$ cat src/rtl/dre_pkg.sv
// ----------------------------------------------------------------------------
// dre_pkg
// Shared types, codes and reset values of the distance repetition detector.
// ----------------------------------------------------------------------------
`default_nettype none

package dre_pkg;

	localparam int DISTANCE_WIDTH_DEF = 13;

	// Configuration register widths
	localparam int MIN_MOVE_W   = 13;
	localparam int TIMEOUT_W    = 8;
	localparam int STREAK_W     = 4;
	localparam int CFG_INDEX_W  = 2;
	localparam int CFG_DATA_W   = 13;

	// Configuration register indexes
	localparam logic [CFG_INDEX_W-1:0] CFG_MIN_MOVEMENT = 2'd0;
	localparam logic [CFG_INDEX_W-1:0] CFG_CYCLE_TIMEOUT = 2'd1;
	localparam logic [CFG_INDEX_W-1:0] CFG_STREAK_LIMIT = 2'd2;

	// Configuration reset values
	localparam logic [MIN_MOVE_W-1:0] MIN_MOVE_RST = 13'd320;
	localparam logic [TIMEOUT_W-1:0]  TIMEOUT_RST  = 8'd10;
	localparam logic [STREAK_W-1:0]   STREAK_RST   = 4'd6;

	localparam logic [TIMEOUT_W-1:0]  ELAPSED_MAX  = 8'd255;

	// Request operation codes
	typedef enum logic [1:0] {
		OP_SAMPLE  = 2'd0,
		OP_TIMEOUT = 2'd1,
		OP_TICK    = 2'd2
	} op_t;

	// Result status codes
	typedef enum logic [1:0] {
		ST_NONE     = 2'd0,
		ST_COMPLETE = 2'd1,
		ST_ABORTED  = 2'd2
	} status_t;

	// Movement phase
	typedef enum logic [1:0] {
		PH_SEED = 2'd0,
		PH_UP   = 2'd1,
		PH_DOWN = 2'd2
	} phase_t;

endpackage

`default_nettype wire

$ cat src/rtl/distance_rep_detector_unit.sv
// ----------------------------------------------------------------------------
// distance_rep_detector_unit
// Finds one up-and-down movement cycle in a stream of distance samples.
// ----------------------------------------------------------------------------
// The unit takes one request per clock: a distance sample, a sensor timeout
// sample or a one-second tick. Each request yields exactly one result, which
// is presented on the result port once it has moved from the input register,
// loaded at the accepting edge, into the result register. While results are
// taken a new request may follow in every cycle; the rate is set by the single
// compare-and-update pass on the peak, floor, streak and elapsed registers.
// A stalled result holds the pipe, and ready drops only when both stages are
// full and the result is not taken. The first sample seeds peak and floor,
// the up phase waits for streak_limit+1 samples well below the peak, the down
// phase waits for streak_limit+1 samples near the floor and then reports peak
// minus floor. Ticks abort a running cycle after cycle_timeout_seconds.
// Configuration writes are always taken (cfg_ready is tied high) and must be
// issued only while the unit is idle.
`default_nettype none

module distance_rep_detector_unit
	import dre_pkg::*;
#(
	parameter int DISTANCE_WIDTH = DISTANCE_WIDTH_DEF
) (
	input  wire logic                      clk,
	input  wire logic                      arst_n,
	// configuration write channel
	input  wire logic                      cfg_valid,
	output logic                           cfg_ready,
	input  wire logic [CFG_INDEX_W-1:0]    cfg_index,
	input  wire logic [CFG_DATA_W-1:0]     cfg_data,
	// request channel
	input  wire logic                      in_valid,
	output logic                           in_ready,
	input  wire logic [1:0]                operation,
	input  wire logic [DISTANCE_WIDTH-1:0] distance,
	// result channel
	output logic                           out_valid,
	input  wire logic                      out_ready,
	output logic [1:0]                     status,
	output logic [DISTANCE_WIDTH-1:0]      movement,
	output logic [1:0]                     phase
);

	// compare width covers both the distance and the threshold
	localparam int CW = (DISTANCE_WIDTH > MIN_MOVE_W) ? DISTANCE_WIDTH : MIN_MOVE_W;

	// configuration registers
	logic [MIN_MOVE_W-1:0] min_move_q;
	logic [TIMEOUT_W-1:0]  timeout_q;
	logic [STREAK_W-1:0]   streak_lim_q;

	// detector state
	phase_t                    phase_q;
	logic [DISTANCE_WIDTH-1:0] peak_q;
	logic [DISTANCE_WIDTH-1:0] floor_q;
	logic [STREAK_W-1:0]       streak_q;
	logic [TIMEOUT_W-1:0]      elapsed_q;

	// input stage
	logic                      valid_s1;
	logic [1:0]                op_s1;
	logic [DISTANCE_WIDTH-1:0] dist_s1;

	// result stage
	logic                      valid_s2;
	status_t                   status_s2;
	logic [DISTANCE_WIDTH-1:0] movement_s2;
	phase_t                    phase_s2;

	logic advance_s2;
	logic load_s1;

	// next state of the single pass
	phase_t                    phase_d;
	logic [DISTANCE_WIDTH-1:0] peak_d;
	logic [DISTANCE_WIDTH-1:0] floor_d;
	logic [STREAK_W-1:0]       streak_d;
	logic [TIMEOUT_W-1:0]      elapsed_d;
	status_t                   status_d;
	logic [DISTANCE_WIDTH-1:0] movement_d;

	logic [DISTANCE_WIDTH-1:0] peak_upd;
	logic [DISTANCE_WIDTH-1:0] floor_upd;
	logic [CW-1:0]             up_gap;
	logic [CW-1:0]             down_gap;
	logic [CW-1:0]             min_move_ext;
	logic                      qualifies;
	logic                      streak_done;
	logic [TIMEOUT_W-1:0]      elapsed_inc;

	// ---- handshakes --------------------------------------------------------
	assign cfg_ready  = 1'b1;
	assign advance_s2 = !valid_s2 || out_ready;
	assign in_ready   = !valid_s1 || advance_s2;
	assign load_s1    = in_valid && in_ready;

	assign out_valid = valid_s2;
	assign status    = status_s2;
	assign movement  = movement_s2;
	assign phase     = phase_s2;

	// ---- configuration -----------------------------------------------------
	always_ff @(posedge clk or negedge arst_n) begin
		if (!arst_n) begin
			min_move_q   <= MIN_MOVE_RST;
			timeout_q    <= TIMEOUT_RST;
			streak_lim_q <= STREAK_RST;
		end else if (cfg_valid && cfg_ready) begin
			case (cfg_index)
				CFG_MIN_MOVEMENT:  min_move_q   <= cfg_data[MIN_MOVE_W-1:0];
				CFG_CYCLE_TIMEOUT: timeout_q    <= cfg_data[TIMEOUT_W-1:0];
				CFG_STREAK_LIMIT:  streak_lim_q <= cfg_data[STREAK_W-1:0];
				default: ;  // writes beyond the register list are dropped
			endcase
		end
	end

	// ---- input stage -------------------------------------------------------
	always_ff @(posedge clk or negedge arst_n) begin
		if (!arst_n) begin
			valid_s1 <= 1'b0;
		end else if (in_ready) begin
			valid_s1 <= in_valid;
		end
	end

	always_ff @(posedge clk) begin
		if (load_s1) begin
			op_s1   <= operation;
			dist_s1 <= distance;
		end
	end

	// ---- compare and update ------------------------------------------------
	// Peak and floor follow the sample first; the gaps are judged against
	// the updated values, so neither gap can go negative.
	assign peak_upd     = (dist_s1 > peak_q) ? dist_s1 : peak_q;
	assign floor_upd    = (dist_s1 < floor_q) ? dist_s1 : floor_q;
	assign up_gap       = CW'(peak_upd - dist_s1);
	assign down_gap     = CW'(dist_s1 - floor_upd);
	assign min_move_ext = CW'(min_move_q);
	assign elapsed_inc  = (elapsed_q < ELAPSED_MAX) ? elapsed_q + 1'b1 : elapsed_q;

	always_comb begin
		qualifies = 1'b0;
		case (phase_q)
			PH_UP:   qualifies = up_gap > min_move_ext;
			default: qualifies = down_gap < min_move_ext;
		endcase
		streak_done = qualifies && (streak_q >= streak_lim_q);
	end

	always_comb begin
		phase_d    = phase_q;
		peak_d     = peak_q;
		floor_d    = floor_q;
		streak_d   = streak_q;
		elapsed_d  = elapsed_q;
		status_d   = ST_NONE;
		movement_d = '0;
		case (op_s1)
			OP_TICK: begin
				if (phase_q != PH_SEED) begin
					if (elapsed_inc >= timeout_q) begin
						// abort: back to seeding
						status_d  = ST_ABORTED;
						phase_d   = PH_SEED;
						streak_d  = '0;
						elapsed_d = '0;
					end else begin
						elapsed_d = elapsed_inc;
					end
				end
			end
			OP_SAMPLE: begin
				case (phase_q)
					PH_SEED: begin
						// seed only, no judgement
						peak_d    = dist_s1;
						floor_d   = dist_s1;
						streak_d  = '0;
						elapsed_d = '0;
						phase_d   = PH_UP;
					end
					PH_UP: begin
						peak_d  = peak_upd;
						floor_d = floor_upd;
						if (!qualifies || streak_done) begin
							streak_d = '0;
						end else begin
							streak_d = streak_q + 1'b1;
						end
						if (streak_done) begin
							phase_d = PH_DOWN;
						end
					end
					default: begin
						floor_d = floor_upd;
						if (streak_done) begin
							// cycle complete: report and restart
							status_d   = ST_COMPLETE;
							movement_d = peak_q - floor_upd;
							phase_d    = PH_SEED;
							streak_d   = '0;
							elapsed_d  = '0;
						end else if (!qualifies) begin
							streak_d = '0;
						end else begin
							streak_d = streak_q + 1'b1;
						end
					end
				endcase
			end
			default: ;  // sensor timeout samples and unused codes: hold state
		endcase
	end

	// ---- state and result stage --------------------------------------------
	always_ff @(posedge clk or negedge arst_n) begin
		if (!arst_n) begin
			phase_q   <= PH_SEED;
			peak_q    <= '0;
			floor_q   <= '0;
			streak_q  <= '0;
			elapsed_q <= '0;
			valid_s2  <= 1'b0;
		end else if (advance_s2) begin
			valid_s2 <= valid_s1;
			if (valid_s1) begin
				phase_q   <= phase_d;
				peak_q    <= peak_d;
				floor_q   <= floor_d;
				streak_q  <= streak_d;
				elapsed_q <= elapsed_d;
			end
		end
	end

	always_ff @(posedge clk) begin
		if (advance_s2 && valid_s1) begin
			status_s2   <= status_d;
			movement_s2 <= movement_d;
			phase_s2    <= phase_d;
		end
	end

endmodule

`default_nettype wire
$ cat config.mk
export PLATFORM = sky130hd
export DESIGN_NAME = distance_rep_detector_unit
export DESIGN_NICKNAME = d
export VERILOG_FILES = /design/src/rtl/dre_pkg.sv /design/src/rtl/distance_rep_detector_unit.sv
export SDC_FILE = /design/constraint.sdc
export NUM_CORES = 1
export LEC_CHECK = 0
export ABC_AREA = 1
export BUFFER_PORTS_ARGS = -buffer_cell sky130_fd_sc_hd__buf_2
export CORE_MARGIN = 2
export CORE_UTILIZATION = 60
export CTS_CLUSTER_SIZE = 30
export DETAILED_ROUTE_END_ITERATION = 12
export PLACE_DENSITY = 0.79
export SKIP_LAST_GASP = 1
export SLEW_MARGIN = 10
export SYNTH_ARGS = -nofsm -noshare
export SYNTH_HDL_FRONTEND = slang
export SYNTH_SLANG_ARGS = --single-unit
$ cat constraint.sdc
create_clock -name clk -period 5.15 [get_ports clk]
set_input_delay 0.2575 -clock clk [delete_from_list [all_inputs] [get_ports clk]]
set_output_delay 0.2575 -clock clk [all_outputs]
set_load 0.02 [all_outputs]
; ---- Word-level counts from Yosys, hierarchy flattened
; Index checks and enable logic that the tools add are counted.
[word_totals]
rom_bits = 0
wordCells = 91
inputBits = 35
ff_bits = 99
mem_bits_rw = 0
latchBits = 0
memories = 0
out_inout_bits = 20
[op_classes]
addsub = 5
mul = 0
reduce_logical = 25
n_eq_ne = 8
n_shift = 0
n_mux = 29
div = 0
bitwise = 2
magnitude_cmp = 7
[op_table]
columns = operator, count
row1 = $mux W13, 3
row2 = $sub A13 B13 Y13, 3
row3 = $mux W8, 4
row4 = $pmux W8 S2, 2
row5 = $gt A13 B13 Y1, 2
row6 = $lt A13 B13 Y1, 2
row7 = $pmux W13 S2, 1
row8 = $mux W4, 5
row9 = $pmux W4 S2, 2
row10 = $mux W2, 6
row11 = $pmux W2 S2, 3
row12 = $add A8 B1 Y8 const B, 1
row13 = $ge A8 B8 Y1, 1
row14 = $lt A8 B8 Y1 const B, 1
row15 = $reduce_and A2 Y1, 4
row16 = $logic_not A2 Y1, 3
row17 = $ne A2 B2 Y1 const B, 3
row18 = $reduce_and A6 Y1, 1
row19 = $reduce_bool A2 Y1, 3
row20 = $reduce_and A5 Y1, 1
row21 = $add A4 B1 Y4 const B, 1
row22 = $eq A2 B1 Y1 const B, 2
row23 = $eq A2 B2 Y1 const B, 2
row24 = $ge A4 B4 Y1, 1
row25 = 10 further kinds, 19

; ---- Depth between registers and ports, before layout
; Gate-level depths: netlist of the first run.
[logic_depth]
word_depth = 10
depth_mapped = 36
depth_no_buf = 35

; ---- Worst setup path before layout of the first run
; Ideal clock, no wire load.
[synth_timing]
kind = reg2reg
from = reg dist_s1[4]
to = reg elapsed_q[5]
n_path_buf = 2
synth_period_minus_slack_ps = 4390
required_ps = 5033
path_stages_with_launch = 34
setup_time_ps = 117
slack_ps = 760
arrival_ps = 4273
path_cell_list = edfxtp_1 > ha_1 > nand2_1 > o21a_1 > o31ai_1 > nand3_1 > nand2_1 > nand2_1 > buf_2 > nand2_1 > and2_1 > ha_1 > inv_1 > fa_1 > nand3_1 > nand2_1 > a21oi_1 > o21ai_0 > xnor2_1 > inv_1 > ha_1 > nand2_1 > nor2_1 > and2_1 > nand2_1 > nand2_1 > nand2_1 > nand2_2 > nand3_2 > nand2_2 > nand2_4 > buf_6 > nand2_2 > o21ai_2
[synth_via]
elab_chain_cells = 8
elab_cells_between_ends = 12
cone_classes = add/sub: 2 / order compare: 4 / eq/ne: 1 / mux: 3 / reduce/logical: 2
[synth_rtl]
columns = element, line_no
row1 = start: declaration, distance_rep_detector_unit.sv:63  ; logic [DISTANCE_WIDTH-1:0] dist_s1;
row2 = start signal: assignment, distance_rep_detector_unit.sv:131  ; dist_s1 <= distance;
row3 = $lt A13 B13 Y1 or $gt A13 B13 Y1 (tied branches), "distance_rep_detector_unit.sv:139, distance_rep_detector_unit.sv:138"
row4 = "$mux W13, on equally long branches", "distance_rep_detector_unit.sv:139, distance_rep_detector_unit.sv:138"
row5 = "$sub A13 B13 Y13, on equally long branches", "distance_rep_detector_unit.sv:141, distance_rep_detector_unit.sv:140"
row6 = $lt A13 B13 Y1 or $gt A13 B13 Y1 (tied branches), "distance_rep_detector_unit.sv:149, distance_rep_detector_unit.sv:148"
row7 = $mux W1 (*), distance_rep_detector_unit.sv:147  ; case (phase_q)
row8 = $logic_and A1 B1 Y1 (*), distance_rep_detector_unit.sv:151  ; streak_done = qualifies && (streak_q >= streak_lim_q);
row9 = $ne A3 B3 Y1 (no source line) (*), --
row10 = $reduce_and A6 Y1 (no source line) (*), --
row11 = end signal: assignment, distance_rep_detector_unit.sv:235  ; elapsed_q <= elapsed_d;
row12 = end: declaration, distance_rep_detector_unit.sv:58  ; logic [TIMEOUT_W-1:0] elapsed_q;
; Mark *: on every way between the ends. The rest lies on a longest branch, timed or not.
; A chain may end at the register's enable or synchronous reset.

; ---- Worst setup path after layout of the first run
[layout_timing]
from = reg peak_q[12]
to = reg elapsed_q[3]
[layout_via]
elab_chain_cells = 8
[layout_rtl]
columns = element, line_no
row1 = start: declaration, distance_rep_detector_unit.sv:55  ; logic [DISTANCE_WIDTH-1:0] peak_q;
row2 = start signal: assignment, distance_rep_detector_unit.sv:232  ; peak_q <= peak_d;
row3 = $gt A13 B13 Y1, distance_rep_detector_unit.sv:138  ; assign peak_upd = (dist_s1 > peak_q) ? dist_s1 : peak_q;
row4 = $mux W13 (*), distance_rep_detector_unit.sv:138
row5 = $sub A13 B13 Y13 (*), distance_rep_detector_unit.sv:140  ; assign up_gap = CW'(peak_upd - dist_s1);
row6 = $gt A13 B13 Y1 (*), distance_rep_detector_unit.sv:148  ; PH_UP: qualifies = up_gap > min_move_ext;
row7 = $mux W1 (*), distance_rep_detector_unit.sv:147
row8 = $logic_and A1 B1 Y1 (*), distance_rep_detector_unit.sv:151
row9 = $ne A3 B3 Y1 (no source line) (*), --
row10 = $reduce_and A6 Y1 (no source line) (*), --
; Marks and branches as above.

==> reports/metrics.yaml, run 1 <==
route:
  dr.pass1.iters: 7
  drtIter0Drc: 443
  drtAntennaViolNets: 0
  via_per_inst: 5.615
  post_drt_wl_per_cell_um: 15.88
  wl_um: 20360
  drc: 0
  route.vias.total: 7198
grt:
  grt.total_usage: 0.2957
  overflow: 0
  met1_usage: 0.3682
  grt_start_max_net_pins: 68
  grt_use_met3: 0.05164
  grt_pass1_wl_um: 32890
  grt_use_met2: 0.4960
  antenna_found_initial: 0
  grt_pass1_vias: 6991
  busiest_layer: "met2"
floorplan:
  ios: 55
  die_x_um: 118.3
  start_util: 0.6191
  core_area_um2: 12670
  row_count: 41
  die_h_um: 118.3
  dieArea_um2: 14010
clocking:
  clkSlewWorstSetupHoldPaths_ps: 70
  cts_tree: "built"
  cts_buffers: 9
  hold_buffers: 0
  cts-root-buf: "clkbuf_16"
  cts.path.max_buffers: 2
  clkLatencyLatePin_ps: 370
  htree_levels: 3
  clkSinkCount: 99
sta:
  worst_slew_pin_slew_ps: 1135
  finalCritPeriodShare: 0.9490
  slew_violations: 0
  relSlewSlack: 0.2426
  finalSetupTns_ps: 0
  min_period_ps: 4887
  fmax_mhz: 204.6
  fin_worst_skew_ps: 14.49
  hold_viol: 0
  setup_viol: 0
worst_setup_path:
  timing.critical_path.mode_cell: "nand2_1"
  cp-end-kind: "flip-flop"
  start_kind: "flip-flop"
  criticalPathCategory: "reg2reg"
  arrival_ps: 5180
  slowest_delay_ps: 430
  cp_max_fo: 16
  crit_slowest_cell: "dfrtp_1"
  cp.required_ps: 5450
power_and_ir_drop:
  power.internal_mw: 2.963
  pwr-share-clk: 0.106
  p_switching_mw: 3.107
  p_comb_frac: 0.706
  p_leak_nw: 4.556
  vdd_drop_max_mv: 0.4554
  power_density_nw_per_um2: 684.6
  total_power_mw: 6.070
  p_seq_frac: 0.188
  switching_share: 0.5119
synth:
  synth.ff_latch_count: 99
  synth.cell_area_um2: 7845
  yosys_warnings: 0
  synth_top_family_by_area: "simple AND/OR/NAND/NOR gates"
  synth_fp_nets: 1169
  synth_xor_area_frac: 0.03238
  avgSynthCellArea_um2: 7.609
  synthMuxAreaShare: 0.001276
  synth_fa_ha_area_frac: 0.1671
  synth_compound_area_frac: 0.1490
  ys_types: 49
  yosysSeqAreaShare: 0.3372
  postSynthCellCount: 1031
  synth-simple-area-share: 0.2236
job:
  maxCapViolCount: 0
finish:
  final_cell_count_no_fill: 1282
  area_delta_synth_final_pct: 13.01
  layout-drive-gt1-share: 0.1360
  antenna_cells: 0
  mostFrequentLayoutCell: "nand2_1"
  fill_cells: 1093
  layout.nets: 1243
  layout_common_cells: "nand2_1 (236), inv_1 (157), a21oi_1 (100), ha_1 (94), nand3_1 (66)"
  postLayoutCoreUtil: 0.6997
placement:
  io_buffers: 53
  place_hpwl_um: 15720
  place_congestion: 1.001
  dp_cells: 1262
worst_hold_path:
  hold_class: "in2reg"
outcome:
  outcome: "completed"
-- final timing paths --
| path | slack, ps | endpoint | from | cells past startpoint |
|---|---|---|---|---|
| max | 260 | elapsed_q[3] | peak_q[12] | 34 |
| min | 60 | dist_s1[3] | distance[3] | 1 |
| max reg2reg | 260 | elapsed_q[3] | peak_q[12] | 34 |
| min reg2reg | 490 | timeout_q[4] | timeout_q[4] | 2 |
| max in group asynchronous | 4470 | valid_s1 | arst_n | 2 |
| min in group asynchronous | 100 | min_move_ext[9] | arst_n | 2 |
-- layout make-up --
type | count | area [um^2] | area share
clock buffer | 11 | 242.7 | 0.02738
clock inverter | 5 | 28.78 | 0.003246
inverter | 159 | 596.8 | 0.06732
multi-input combinational | 753 | 4631 | 0.5223
sequential | 99 | 2645 | 0.2983
tap | 172 | 215.2 | 0.02427
timing repair buffer | 83 | 506.7 | 0.05715
-- registers in the layout, summed over array words and instances (netlist names) --
register / count
movement: 13
dist_s1: 13
phase: 2
floor_q: 13
elapsed_q: 8
timeout_q: 8
out_valid: 1
streak_lim_q: 4
phase_q: 2
valid_s1: 1
streak_q: 4
op_s1: 2
peak_q: 13
min_move_ext: 13
status: 2
-- cell usage after synthesis, drive strengths merged --
| master | n | area (um^2) |
|---|---|---|
| nor4b | 1 | 8.760 |
| ha | 100 | 1251 |
| xnor2 | 10 | 87.58 |
| o21ai | 80 | 430.4 |
| or2 | 4 | 25.02 |
| buf | 11 | 67.56 |
| o2111ai | 3 | 26.28 |
| nand3b | 2 | 15.01 |
| clkbuf | 9 | 33.78 |
| edfxtp | 32 | 960.9 |
| o211ai | 1 | 7.510 |
| and3 | 1 | 6.260 |
| o31ai | 3 | 22.52 |
| nand3 | 68 | 345.3 |
| nor3 | 8 | 40.04 |
| a21o | 4 | 30.03 |
| dfrtp | 61 | 1526 |
| nand4 | 12 | 81.33 |
| o22ai | 1 | 6.260 |
| dfstp | 6 | 157.7 |
| conb | 1 | 3.750 |
| nand2 | 248 | 955.9 |
| a21oi | 103 | 515.5 |
| a211oi | 2 | 27.53 |
| xor2 | 19 | 166.4 |
| inv | 159 | 596.8 |
| fa | 3 | 60.06 |
| and2 | 5 | 31.28 |
| o21bai | 1 | 7.510 |
| a31oi | 2 | 12.51 |
| mux2i | 1 | 10.01 |
| nor4 | 1 | 6.260 |
| nor3b | 1 | 7.510 |
| o21a | 11 | 82.58 |
| or3 | 1 | 6.260 |
| nor2 | 56 | 225.2 |
-- routing by layer --
metal	wire, um	vias to the layer above
met1	8662	3340
met3	1265	46
met5	0	-
met4	704	0
li1	-	3559
met2	9724	253
-- metrics by stage --
step           hold WS [ps]  worst slack, ps  cell area, um^2
6_report              58.96            262.6             8866
5_1_grt               58.66           -27.01             8866
4_1_cts               56.72            125.7             8703
3_5_place_dp          435.6            182.5             8432
3_3_place_gp          433.4            228.6             8432
2_1_floorplan        -38.09            760.0             7845
-- cell families after synthesis --
logic type | after synthesis
compound gates | 211
xor+xnor | 29
fa+ha+maj | 103
buf+inv | 179
flops | 99
mux | 1
other cells | 1
simple gates | 408
-- what timing repair did --
action                                  CTS  global route
resized for setup                         0            28
endpoints found under the hold margin     0             0
endpoints found under the setup margin    0            30
buffers inserted                          0             4
-- power by group through the flow --
stage               Combinational, mW  Clock, mW  Sequential (mW)
global placement                 3.95          0             1.15
floorplan                        3.03          0             1.14
CTS                              4.09      0.652             1.14
detailed placement               4.06          0             1.15
finish                           4.28      0.643             1.14
global route                     4.83      0.680             1.16
-- critical path: cells and delay by family, from the launching register on --
family	cells	cell delay, ps
compound gates	6	790
flops	1	430
buf+inv	5	570
simple gates	18	1700
fa+ha+maj	4	1160
xor+xnor	1	160
Power figures use the tool's default switching activity.
==> run 2: changes to the inputs <==
Settings changed: CELL_PAD_IN_SITES_DETAIL_PLACEMENT set to 0, CELL_PAD_IN_SITES_GLOBAL_PLACEMENT set to 1, CORE_UTILIZATION 60 to 46, PLACE_DENSITY 0.79 to unset, PLACE_DENSITY_LB_ADDON set to 0.1.
==> reports/metrics.yaml, run 2 (synthesized netlist as in run 1, its figures left out) <==
sta:
  min_period_ps: 4747  # was 4887 ps
  rsz0062_at_grt: "yes"
  fin_worst_skew_ps: 12.00  # was 14.49 ps
  slew_violations: 0  # unchanged
  relSlewSlack: 0.3652  # was 0.2426
  setup_slack_ps: 402.9  # was 262.6 ps
  finalCritPeriodShare: 0.9218  # was 0.9490
  setup_viol: 0  # unchanged
  hold_viol: 0  # unchanged
  fmax_mhz: 210.7  # was 204.6 MHz
  worst_slew_pin_slew_ps: 952.3  # was 1135 ps
grt:
  grt_pass1_vias: 6686  # was 6991
  grt_start_max_net_pins: 68  # unchanged
  grt_pass1_wl_um: 34360  # was 32890 um
  overflow: 0  # unchanged
  antenna_found_initial: 0  # unchanged
  grt.total_usage: 0.2430  # was 0.2957
finish:
  mostFrequentLayoutCell: "nand2_1"  # unchanged
  regArea_um2: 2645  # unchanged
  final_cell_area_um2: 9094  # was 8866 um^2
  antenna_cells: 0  # unchanged
  fill_cells: 1660  # was 1093
  layout_common_cells: "nand2_1 (237), inv_1 (157), ha_1 (98), a21oi_1 (97), nand3_1 (65)"  # was nand2_1 (236), inv_1 (157), a21oi_1 (100), ha_1 (94), nand3_1 (66)
  multiInputGateArea_um2: 4629  # was 4631 um^2
  layout-drive-gt1-share: 0.1537  # was 0.1360
  area_delta_synth_final_pct: 15.92  # was 13.01%
  layout.nets: 1265  # was 1243
route:
  wl_met3_um: 831  # was 1265 um
  drtIter0Drc: 412  # was 443
  post_drt_wl_per_cell_um: 15.70  # was 15.88 um
  route.vias.total: 6995  # was 7198
  drc: 0  # unchanged
  dr.pass1.iters: 5  # was 7
  via_per_inst: 5.174  # was 5.615
  wl_met2_um: 10010  # was 9724 um
  wl_um: 21220  # was 20360 um
  wl_met1_um: 9951  # was 8662 um
  drtAntennaViolNets: 0  # unchanged
  topRoutingLayerUsed: "met4"  # unchanged
power_and_ir_drop:
  power_density_nw_per_um2: 690.4  # was 684.6 nW/um^2
  p_leak_nw: 4.662  # was 4.556 nW
  vdd_drop_max_mv: 0.2569  # was 0.4554 mV
clocking:
  clkSinkCount: 99  # unchanged
  cts-root-buf: "clkbuf_16"  # unchanged
  cts_tree: "built"  # unchanged
  cts.path.max_buffers: 2  # unchanged
  htree_levels: 3  # unchanged
  cts_buffers: 9  # unchanged
  clkLatencyLatePin_ps: 360  # was 370 ps
  clkSlewWorstSetupHoldPaths_ps: 80  # was 70 ps
floorplan:
  start_util: 0.4714  # was 0.6191
  die_h_um: 134.6  # was 118.3 um
  row_count: 47  # was 41
  dieArea_um2: 18110  # was 14010 um^2
  ios: 55  # unchanged
  die_x_um: 134.6  # was 118.3 um
  core_area_um2: 16640  # was 12670 um^2
worst_setup_path:
  timing.critical_path.mode_cell: "nand2_1"  # unchanged
  cp-end-kind: "flip-flop"  # unchanged
  cp_max_fo: 16  # unchanged
  cpLargestDelayFamily: "simple AND/OR/NAND/NOR gates"  # unchanged
  slowest_delay_ps: 410  # was 430 ps
  start_kind: "flip-flop"  # unchanged
  arrival_ps: 5000  # was 5180 ps
  cp.required_ps: 5400  # was 5450 ps
  criticalPathCategory: "reg2reg"  # unchanged
  crit_slowest_cell: "edfxtp_1"  # was dfrtp_1
  path_buf_inv: 6  # was 5
placement:
  place_hpwl_um: 16430  # was 15720 um
  dpl_worst_slack_ps: 122.9  # was 182.5 ps
  place_congestion: 0.9403  # was 1.001
  postPlaceCellArea_um2: 8655  # was 8432 um^2
  io_buffers: 53  # unchanged
job:
  maxCapViolCount: 0  # unchanged
outcome:
  outcome: "completed"  # unchanged
worst_hold_path:
  hold_class: "in2reg"  # unchanged
[run 2: area by class of cell]
class / instances / share of cell area
sequential: 99 / 0.2909
clock buffer: 11 / 0.02559
tap: 220 / 0.03027
clock inverter: 5 / 0.004128
inverter: 159 / 0.06563
timing repair buffer: 104 / 0.07444
multi-input combinational: 754 / 0.5091
[run 2: path summary, 6_finish.rpt]
kind                            startpoint         endpoint  slack (ps)  cells past startpoint
max                            dist_s1[11]     elapsed_q[2]         400                     29
min                           distance[12]      dist_s1[12]          60                      1
max reg2reg                    dist_s1[11]     elapsed_q[2]         400                     29
min reg2reg                min_move_ext[4]  min_move_ext[4]         490                      2
max in group asynchronous           arst_n      floor_q[10]        4420                      2
min in group asynchronous           arst_n     elapsed_q[7]         120                      2
[run 2: per-layer routing]
metal  global-route usage  vias to the layer above
li1                     -                     3594
met1               0.3326                     3220
met2               0.4050                      156
met3              0.02890                       25
met4              0.07368                        0
met5                    0                        -
[run 2: report_power, final]
part	total [mW]	internal [mW]	switching, mW
Clock	0.662	0.332	0.330
Sequential	1.13	1.00	0.128
Combinational	4.49	1.76	2.72
[run 2: repair_timing]
item                                    CTS  global route
endpoints found under the setup margin    0            30
buffers inserted                          0             5
resized for setup                         0            32
hold buffers                              0             0
[run 2: stage by stage]
| step | TNS [ps] | std cells | utilization | power [mW] | hold WS, ps |
|---|---|---|---|---|---|
| 2_1_floorplan | 0 | 1031 | - | 4.169 | -38.09 |
| 3_3_place_gp | 0 | 1330 | 0.5200 | 5.412 | 434.6 |
| 3_5_place_dp | 0 | 1330 | 0.5200 | 5.423 | 436.0 |
| 4_1_cts | 0 | 1346 | 0.5363 | 6.114 | 48.89 |
| 5_1_grt | -85.46 | 1352 | 0.5464 | 6.986 | 53.90 |
| 6_report | 0 | 1352 | 0.5464 | 6.278 | 63.49 |
